### src/rtl/core/pgc_pkg.sv
// Shared widths, structs and constant tables of the proxemic Gaussian cell cost core.
// No dependencies; every other file of the core but pgc_checker refers to it by scoped names.
package pgc_pkg;

    // field and datapath widths
    localparam int CoordW  = 24;
    localparam int DiffW   = 25;
    localparam int RotW    = 28;
    localparam int AngW    = 16;
    localparam int HeadW   = 16;
    localparam int VelW    = 16;
    localparam int SqSumW  = 33;
    localparam int SpeedW  = 16;
    localparam int VarW    = 27;
    localparam int ScW     = 26;
    localparam int MagW    = 25;
    localparam int SqW     = 2 * MagW;
    localparam int NumW    = SqW + 2;
    localparam int FqW     = 11;
    localparam int RemW    = VarW + FqW;
    localparam int ExpW    = 17;
    localparam int ArW     = 17;
    localparam int RelW    = 9;
    localparam int CostW   = 8;
    localparam int CfgIdxW = 2;
    localparam int CfgDatW = 8;

    // algorithm constants
    localparam int CordicSteps = 14;
    localparam int SqrtSteps   = 16;
    localparam int StepsPerStg = 4;
    localparam int RotStages   = 4;
    localparam int DivStages   = 3;
    localparam int ScaleGain   = 39797;
    localparam int VarPerSpeed = 2000;
    localparam int VarFloor    = 500000;
    localparam int RoundHalf   = 32768;

    // register indexes
    localparam logic [CfgIdxW-1:0] CfgEnable    = 2'd0;
    localparam logic [CfgIdxW-1:0] CfgAmplitude = 2'd1;
    localparam logic [CfgIdxW-1:0] CfgCutoff    = 2'd2;

    localparam logic [CostW-1:0] CostUnknown = 8'd255;

    typedef struct packed {
        logic             enable;
        logic [CostW-1:0] amplitude;
        logic [CostW-1:0] cutoff;
    } cfg_t;

    // rotation / speed stage result
    typedef struct packed {
        logic signed [RotW-1:0]  x;
        logic signed [RotW-1:0]  y;
        logic signed [DiffW-1:0] dx;
        logic signed [DiffW-1:0] dy;
        logic [SpeedW-1:0]       speed;
        logic [RelW-1:0]         rel;
        logic [CostW-1:0]        old;
    } rot_t;

    // exponent stage result
    typedef struct packed {
        logic [FqW-1:0]   fq;
        logic             sat;
        logic [RelW-1:0]  rel;
        logic [CostW-1:0] old;
    } quo_t;

    function automatic logic [AngW-1:0] cordic_atan(input int idx);
        logic [AngW-1:0] r;
        case (idx)
            0:       r = 16'd8192;
            1:       r = 16'd4836;
            2:       r = 16'd2555;
            3:       r = 16'd1297;
            4:       r = 16'd651;
            5:       r = 16'd326;
            6:       r = 16'd163;
            7:       r = 16'd81;
            8:       r = 16'd41;
            9:       r = 16'd20;
            10:      r = 16'd10;
            11:      r = 16'd5;
            12:      r = 16'd3;
            13:      r = 16'd1;
            default: r = 16'd0;
        endcase
        return r;
    endfunction

    // exp(-n), Q16
    function automatic logic [ExpW-1:0] exp_int_tab(input logic [2:0] n);
        logic [ExpW-1:0] r;
        case (n)
            3'd0:    r = 17'd65536;
            3'd1:    r = 17'd24109;
            3'd2:    r = 17'd8869;
            3'd3:    r = 17'd3263;
            3'd4:    r = 17'd1200;
            3'd5:    r = 17'd442;
            3'd6:    r = 17'd162;
            3'd7:    r = 17'd60;
            default: r = 17'd0;
        endcase
        return r;
    endfunction

    // exp(-h/16), Q16
    function automatic logic [ExpW-1:0] exp_hi_tab(input logic [3:0] h);
        logic [ExpW-1:0] r;
        case (h)
            4'd0:    r = 17'd65536;
            4'd1:    r = 17'd61565;
            4'd2:    r = 17'd57835;
            4'd3:    r = 17'd54331;
            4'd4:    r = 17'd51039;
            4'd5:    r = 17'd47947;
            4'd6:    r = 17'd45042;
            4'd7:    r = 17'd42313;
            4'd8:    r = 17'd39750;
            4'd9:    r = 17'd37341;
            4'd10:   r = 17'd35079;
            4'd11:   r = 17'd32954;
            4'd12:   r = 17'd30957;
            4'd13:   r = 17'd29081;
            4'd14:   r = 17'd27319;
            4'd15:   r = 17'd25664;
            default: r = 17'd0;
        endcase
        return r;
    endfunction

    // exp(-l/256), Q16
    function automatic logic [ExpW-1:0] exp_lo_tab(input logic [3:0] l);
        logic [ExpW-1:0] r;
        case (l)
            4'd0:    r = 17'd65536;
            4'd1:    r = 17'd65280;
            4'd2:    r = 17'd65026;
            4'd3:    r = 17'd64772;
            4'd4:    r = 17'd64520;
            4'd5:    r = 17'd64268;
            4'd6:    r = 17'd64018;
            4'd7:    r = 17'd63768;
            4'd8:    r = 17'd63520;
            4'd9:    r = 17'd63272;
            4'd10:   r = 17'd63025;
            4'd11:   r = 17'd62780;
            4'd12:   r = 17'd62535;
            4'd13:   r = 17'd62291;
            4'd14:   r = 17'd62048;
            4'd15:   r = 17'd61806;
            default: r = 17'd0;
        endcase
        return r;
    endfunction

endpackage

### src/rtl/core/pgc_exp.sv
// Table exponential, amplitude and reliability scaling, cutoff test and output register.
// Depends on pgc_pkg.
module pgc_exp (
    input  logic                        clk,
    input  logic                        rst_n,
    input  logic                        adv,
    input  logic                        in_vld,
    input  pgc_pkg::quo_t               in_data,
    input  pgc_pkg::cfg_t               cfg,
    output logic                        out_vld,
    output logic [pgc_pkg::CostW-1:0]   out_cost,
    output logic                        out_write
);

    localparam int PW = 2 * pgc_pkg::ExpW;

    logic                         g_vld_reg, h_vld_reg, i_vld_reg, j_vld_reg;
    logic [pgc_pkg::ExpW-1:0]     g_e1_reg, h_e_reg;
    logic [pgc_pkg::ArW-1:0]      g_ar_reg, h_ar_reg;
    logic [3:0]                   g_lo_reg;
    logic                         g_sat_reg;
    logic [pgc_pkg::CostW-1:0]    g_old_reg, h_old_reg, i_old_reg;
    logic [pgc_pkg::CostW-1:0]    i_val_reg;
    logic [pgc_pkg::CostW-1:0]    j_cost_reg;
    logic                         j_write_reg;

    logic [PW-1:0] p1, p2, p3;
    logic [9:0]    val_wide;
    logic [pgc_pkg::CostW-1:0] val_sat;
    logic          wr;

    always_comb
    begin
        p1 = PW'(pgc_pkg::exp_int_tab(in_data.fq[10:8])) *
             PW'(pgc_pkg::exp_hi_tab(in_data.fq[7:4])) + PW'(pgc_pkg::RoundHalf);
        p2 = PW'(g_e1_reg) * PW'(pgc_pkg::exp_lo_tab(g_lo_reg)) + PW'(pgc_pkg::RoundHalf);
        p3 = PW'(h_ar_reg) * PW'(h_e_reg);
        val_wide = p3[PW-1:24];
        val_sat  = (val_wide > 10'd255) ? 8'd255 : val_wide[pgc_pkg::CostW-1:0];
        wr = cfg.enable && (cfg.cutoff < cfg.amplitude) && (i_old_reg != pgc_pkg::CostUnknown)
             && (i_val_reg >= cfg.cutoff);
    end

    always_ff @(posedge clk)
    begin
        if (adv)
        begin
            // integer and high fraction product
            g_e1_reg  <= p1[pgc_pkg::ExpW+15:16];
            g_lo_reg  <= in_data.fq[3:0];
            g_sat_reg <= in_data.sat;
            g_ar_reg  <= pgc_pkg::ArW'(cfg.amplitude) * pgc_pkg::ArW'(in_data.rel);
            g_old_reg <= in_data.old;
            // low fraction product, zero beyond range
            h_e_reg   <= g_sat_reg ? '0 : p2[pgc_pkg::ExpW+15:16];
            h_ar_reg  <= g_ar_reg;
            h_old_reg <= g_old_reg;
            // scaled cost
            i_val_reg <= val_sat;
            i_old_reg <= h_old_reg;
            // merge with the old cost
            j_write_reg <= wr;
            j_cost_reg  <= (wr && (i_val_reg > i_old_reg)) ? i_val_reg : i_old_reg;
        end
    end

    always_ff @(posedge clk or negedge rst_n)
    begin
        if (!rst_n)
        begin
            g_vld_reg <= 1'b0;
            h_vld_reg <= 1'b0;
            i_vld_reg <= 1'b0;
            j_vld_reg <= 1'b0;
        end
        else if (adv)
        begin
            g_vld_reg <= in_vld;
            h_vld_reg <= g_vld_reg;
            i_vld_reg <= h_vld_reg;
            j_vld_reg <= i_vld_reg;
        end
    end

    assign out_vld   = j_vld_reg;
    assign out_cost  = j_cost_reg;
    assign out_write = j_write_reg;

    logic unused_p;
    assign unused_p = ^{p1[PW-1:pgc_pkg::ExpW+16], p1[15:0], p2[PW-1:pgc_pkg::ExpW+16],
                        p2[15:0], p3[23:0]};

endmodule

### config.mk
export PLATFORM = sky130hd
export DESIGN_NAME = pgc_exp
export DESIGN_NICKNAME = d
export VERILOG_FILES = /design/src/rtl/core/pgc_pkg.sv /design/src/rtl/core/pgc_exp.sv
export SDC_FILE = /design/constraint.sdc
export NUM_CORES = 2
export LEC_CHECK = 0
export BUFFER_PORTS_ARGS = -buffer_cell sky130_fd_sc_hd__buf_2
export CORE_ASPECT_RATIO = 1.1
export CORE_MARGIN = 1
export CORE_UTILIZATION = 35
export CTS_CLUSTER_DIAMETER = 40
export DETAILED_ROUTE_END_ITERATION = 12
export MAX_ROUTING_LAYER = met4
export PLACE_DENSITY = 0.59
export SYNTH_ARGS = -nofsm -noshare
export SYNTH_HDL_FRONTEND = slang
export SYNTH_SLANG_ARGS = --single-unit
### constraint.sdc
create_clock -name clk -period 8.8 [get_ports clk]
set_input_delay 0.44 -clock clk [delete_from_list [all_inputs] [get_ports clk]]
set_output_delay 0.44 -clock clk [all_outputs]
set_load 0.02 [all_outputs]
Yosys cells after proc, flatten, opt, wreduce, memory -nomap -nowiden
Memories as Yosys holds them, arrays and structs flattened. A register that Yosys moved wholly into a read port is not among the register bits.
Cells that the tools add are included.
Word-level totals
  bits in registers: 118
  latch bits: 0
  memory bits (writable): 0
  ROM bits: 648
  input port bits: 50
  output and inout bits: 10
  logic and storage cells: 36
  memories: 3
Memories
  (no name shown): depth 16, width 17, read ports 1, clocked after memory_dff 0, wr ports 0, RTL line pgc_pkg.sv:113  | case (h)
  (no name shown): depth 16, width 16, read ports 1, clocked after memory_dff 1, wr ports 0, RTL line pgc_pkg.sv:138  | case (l)
  (no name shown): depth 8, width 15, read ports 1, clocked after memory_dff 0, wr ports 0, RTL line pgc_pkg.sv:96  | case (n)
Cells by class
  $add $sub $neg: 2
  $mul: 4
  div/mod/pow operators: 0
  magnitude comparators: 4
  equal/unequal tests: 1
  shift operators: 0
  muxes and demuxes: 2
  bitwise operators: 0
  reductions and logical operators: 4
Operator list (count)
  adder 33 x 16 -> 33 bit (second input constant): 2
  multiplier 17 x 17 -> 33 bit: 2
  multiplier 17 x 17 -> 34 bit: 1
  multiplier 8 x 9 -> 17 bit: 1
  > comparator 10 x 8 -> 1 bit (second input constant): 1
  >= comparator 8 bit: 1
  > comparator 8 bit: 1
  < comparator 8 bit: 1
  2-to-1 mux 8 bit: 1
  != test 8 bit (second input constant): 1
  logical AND 1 bit: 4
  2-to-1 mux 4 bit: 1

Longest topological paths before layout
  depth in word-level cells: 6
  gate-level depth with buffers: 28

Least setup slack after synthesis
OpenSTA, ideal clock, no wires.
  kind: input port to flip-flop
  start: input port in_data[26] (netlist name)
  end: register g_e1_reg[14] (netlist name), data pin
  library setup time: 0.259 ns
  arrival time: 6.630 ns
  required time: 8.541 ns
  path slack: 1.911 ns
  cell stages on the path: 26
  buffers on the path: 1
  cell sequence: clkinv_1 > ha_1 > nor2b_1 > clkbuf_1 > nand2_1 > fa_1 > inv_1 > fa_1 > inv_1 > fa_1 > inv_1 > fa_1 > inv_1 > fa_1 > inv_1 > fa_1 > ha_1 > a21o_1 > a221oi_1 > nor2_1 > a21oi_1 > nand3_2 > a311oi_2 > o21bai_1 > a21o_1 > xor2_1
Between the ends
  longest elaborated chain between the ends: 3
Ends and longest elaborated chain
  from (decl): RTL line pgc_exp.sv:8  | input pgc_pkg::quo_t in_data,
  memory (8 x 15 bit)
  multiplier 17 x 17 -> 33 bit: RTL line pgc_exp.sv:34  | p1 = PW'(pgc_pkg::exp_int_tab(in_data.fq[10:8])) *
  adder 33 x 16 -> 33 bit: RTL line pgc_exp.sv:35  | PW'(pgc_pkg::exp_hi_tab(in_data.fq[7:4])) + PW'(pgc_pkg::RoundHalf);
  via p1[30]: RTL line pgc_exp.sv:27  | logic [PW-1:0] p1, p2, p3;
  to (signal assigned): RTL line pgc_exp.sv:49  | g_e1_reg <= p1[pgc_pkg::ExpW+15:16];
  to (decl): RTL line pgc_exp.sv:18  | logic [pgc_pkg::ExpW-1:0] g_e1_reg, h_e_reg;
The timed path passes the listed nets, and every way through them passes these cells.
A chain may end at the register's enable or synchronous reset.

Final worst setup path
Same ends and word-level chain as after synthesis.

==> flow_summary.yaml <==
status:
  status: "complete, no violations"
sta:
  min_period_over_period_pct: 83.7
  rsz0062_at_grt: "no"
  worst_pin_slew_ns: 0.901
  report.final.slew_viol_count: 0
  hold_viol: 0
  fin_crit_ns: 7.37
  clock_skew_ns: 0.0188
  fmax_ghz: 0.136
  setup_tns_ns: 0
  setup_viol: 0
  max-slew-margin-rel_pct: 39.9
routing:
  met3WireLength_um: 2090
  routed_wirelength_um: 74900
  drtAntennaViolNets: 0
  met1_length_um: 32400
  drtIter0Drc: 1026
  vias: 22600
  wl_per_cell_um: 15.6
  dr.max_layer_used: "met4"
  drc: 0
  route.met2.wl_um: 38700
  vias_per_cell: 4.69
  drt-pass1-iter-count: 5
hold_path:
  hold_depth: 1
  hp-start: "in_data[5]"
  hold_end: "g_old_reg[5]$_DFFE_PP_"
  min_path_type: "input port to register"
clock_tree:
  cts_max_level: 4
  cts_tree: "built"
  cts_root_buffer: "clkbuf_16"
  cts_buffer_depth: 2
  worstSkewPairLatency_ns: 0.47
  clkTransAtPathRegs_ns: 0.07
  cts_setup_buffers: 0
  cts_sinks: 131
  cts_buffers: 17
cells_and_area:
  final_area_mm2: 0.0357
  drive_gt1_share_pct: 4.39
  seqCellArea_mm2: 0.00378
  fillers: 9523
  fin_nets: 4690
  fin_cells: 4811
  multiInputGateArea_mm2: 0.0259
  synthToLayoutAreaGrowth_pct: 7.01
  final_core_util_pct: 37.8
worst_setup_path:
  slowest_delay_ns: 0.54
  rr_worst_depth: 20
  endpoint_kind: "register"
  worstPathArrival_ns: 7.59
  critPathTopFamily: "adder cells"
  r2r-start: "h_ar_reg[10]$_DFFE_PP_"
  crit_top_cell: "fa_1"
  crit_buf_inv: 5
  path_class: "input port to register"
  cp.required_ns: 9.02
  crit_slowest_cell: "fa_1"
  cp_max_fo: 19
  r2r_end: "i_val_reg[0]$_SDFFCE_PN1P_"
  startpoint_type: "input port"
  r2r_slack_ns: 1.63
global_route:
  track_usage_pct: 17.1
  grt_pass1_vias: 24700
  grt_start_max_net_pins: 49
  gr-total-overflow: 0
  grt_pass1_wl_um: 127000
  antenna_found_initial: 2
floorplan:
  start_util_pct: 35.4
  die-area_mm2: 0.0965
  rows: 118
  design.core.area_mm2: 0.0943
  die_x_um: 296
  num_io_pins: 60
  die_h_um: 326
placed_design:
  numPortBuffers: 59
  postPlaceCellArea_mm2: 0.0351
  dp.cells: 4777
  dp_hpwl_um: 62000
  routabilityCongestion: 0.900
synthesis:
  syn_area_per_cell_um2: 9.44
  ys_ff_latch: 131
  synthDistinctLibCells: 62
  synthesis.nets: 4685
  ys_seq_area_share_pct: 11.3
  ys.flop_type: "edfxtp_1"
  netlist_instances: 3532
  async_reset_ff_share_pct: 3.05
  synth-edff-count: 114
  syn-cell-area_mm2: 0.0334
  yosysWarnings: 0
run:
  maxCapViolations: 0
final cells by class:
cell class	instances	share of cell area, %
well taps	1260	4.42
diodes	1	0.00701
flip-flops and latches	131	10.6
multi-input cells	2436	72.7
inverters	861	9.05
clock buffers	17	1.19
repair buffers	90	1.50
clock inverters	15	0.522
cell families (layout without fill, tap and decap cells):
| logic type | after synthesis | count (layout) | share of synthesized area (%) |
|---|---|---|---|
| XOR/XNOR | 67 | 67 | 1.76 |
| adder cells (fa/ha/maj) | 1103 | 1103 | 56.2 |
| buffers and inverters | 965 | 983 | 10.9 |
| AND/OR/NAND/NOR | 1033 | 1033 | 14.9 |
| other | 0 | 1 | 0 |
| AO/OA/AOI/OAI | 203 | 203 | 3.92 |
| flip-flops | 131 | 131 | 11.3 |
| multiplexers | 30 | 30 | 1.01 |
cell usage after synthesis, types with 11 or more instances:
| cell type | number | area [um^2] |
|---|---|---|
| a211oi_1 | 11 | 82.6 |
| a21o_1 | 32 | 240 |
| a21oi_1 | 57 | 285 |
| and2_1 | 314 | 1960 |
| clkbuf_1 | 101 | 379 |
| dfxtp_1 | 13 | 260 |
| edfxtp_1 | 114 | 3420 |
| fa_1 | 660 | 13200 |
| ha_1 | 443 | 5540 |
| inv_1 | 860 | 3230 |
| mux2_2 | 19 | 214 |
| nand2_1 | 408 | 1530 |
| nand2b_1 | 30 | 188 |
| nand3_1 | 21 | 105 |
| nor2_1 | 188 | 706 |
| nor2b_1 | 21 | 131 |
| nor3_1 | 12 | 60.1 |
| o21a_1 | 12 | 90.1 |
| o21ai_0 | 40 | 200 |
| xnor2_1 | 46 | 403 |
| xor2_1 | 21 | 184 |
worst register-to-register path: cells and delay by family, from the launching register on:
kind | cells | cell delay, ns
buf+inv | 3 | 0.14
fa+ha+maj | 7 | 3.38
mux | 1 | 0.42
compound gates | 7 | 1.87
flops | 1 | 0.85
simple gates | 2 | 0.36
how the worst max path moves through the flow:
stage                start  slack [ns]                endpoint  depth (start not counted)
2_1_floorplan  in_data[26]        1.91  g_e1_reg[14]$_DFFE_PP_                         26
3_3_place_gp   in_data[26]        1.04  g_e1_reg[14]$_DFFE_PP_                         25
3_5_place_dp   in_data[26]        0.92  g_e1_reg[14]$_DFFE_PP_                         25
4_1_cts        in_data[26]        1.45  g_e1_reg[14]$_DFFE_PP_                         25
5_1_grt        in_data[26]        0.95  g_e1_reg[14]$_DFFE_PP_                         25
6_report       in_data[26]        1.43  g_e1_reg[14]$_DFFE_PP_                         25
stage by stage:
stage / hold WS, ns / setup WS [ns]
after floorplan: 0.144 / 1.91
after global placement: 0.246 / 1.04
after detailed placement: 0.250 / 0.919
after CTS: 0.106 / 1.45
after global routing: 0.120 / 0.946
final: 0.148 / 1.43
metal layers:
layer	track usage [%]	vias up
met5	-	-
met4	4.65	0
met3	1.65	81
met2	29.7	347
met1	21.0	11500
li1	-	10600
layout by cell type (no fill, tap or decap), types with 4 or more instances in the layout:
master / netlist / final
dfrtp_1: 4 / 4
xor2_1: 21 / 21
nor2_1: 188 / 188
nand3_1: 21 / 21
buf_4: 0 / 30
and3_1: 9 / 9
a21oi_1: 57 / 57
o21a_1: 12 / 12
a211oi_1: 11 / 11
nor3_1: 12 / 12
nor2b_1: 21 / 21
xnor2_1: 46 / 46
o21ai_1: 10 / 10
buf_2: 0 / 58
a21o_1: 32 / 32
mux2i_1: 10 / 10
or2_2: 6 / 6
a31oi_1: 5 / 5
inv_1: 860 / 860
and2_1: 314 / 314
inv_8: 0 / 4
o21bai_1: 7 / 7
clkbuf_16: 0 / 17
mux2_2: 19 / 19
nand2b_1: 30 / 30
fa_1: 660 / 660
nand4_1: 7 / 7
edfxtp_1: 114 / 114
a211o_1: 4 / 4
nand2_1: 408 / 408
dfxtp_1: 13 / 13
inv_6: 0 / 5
ha_1: 443 / 443
o21ai_0: 40 / 40
repair_timing:
item | 4_1_cts | 5_1_grt
hold buffers | 1 | 0
resized for setup | 0 | 0
endpoints found under the hold margin | 4 | 0
Power is left out: the tool's default activity adds up to more than one toggle a clock period on the data nets, which glitch-free logic cannot reach.
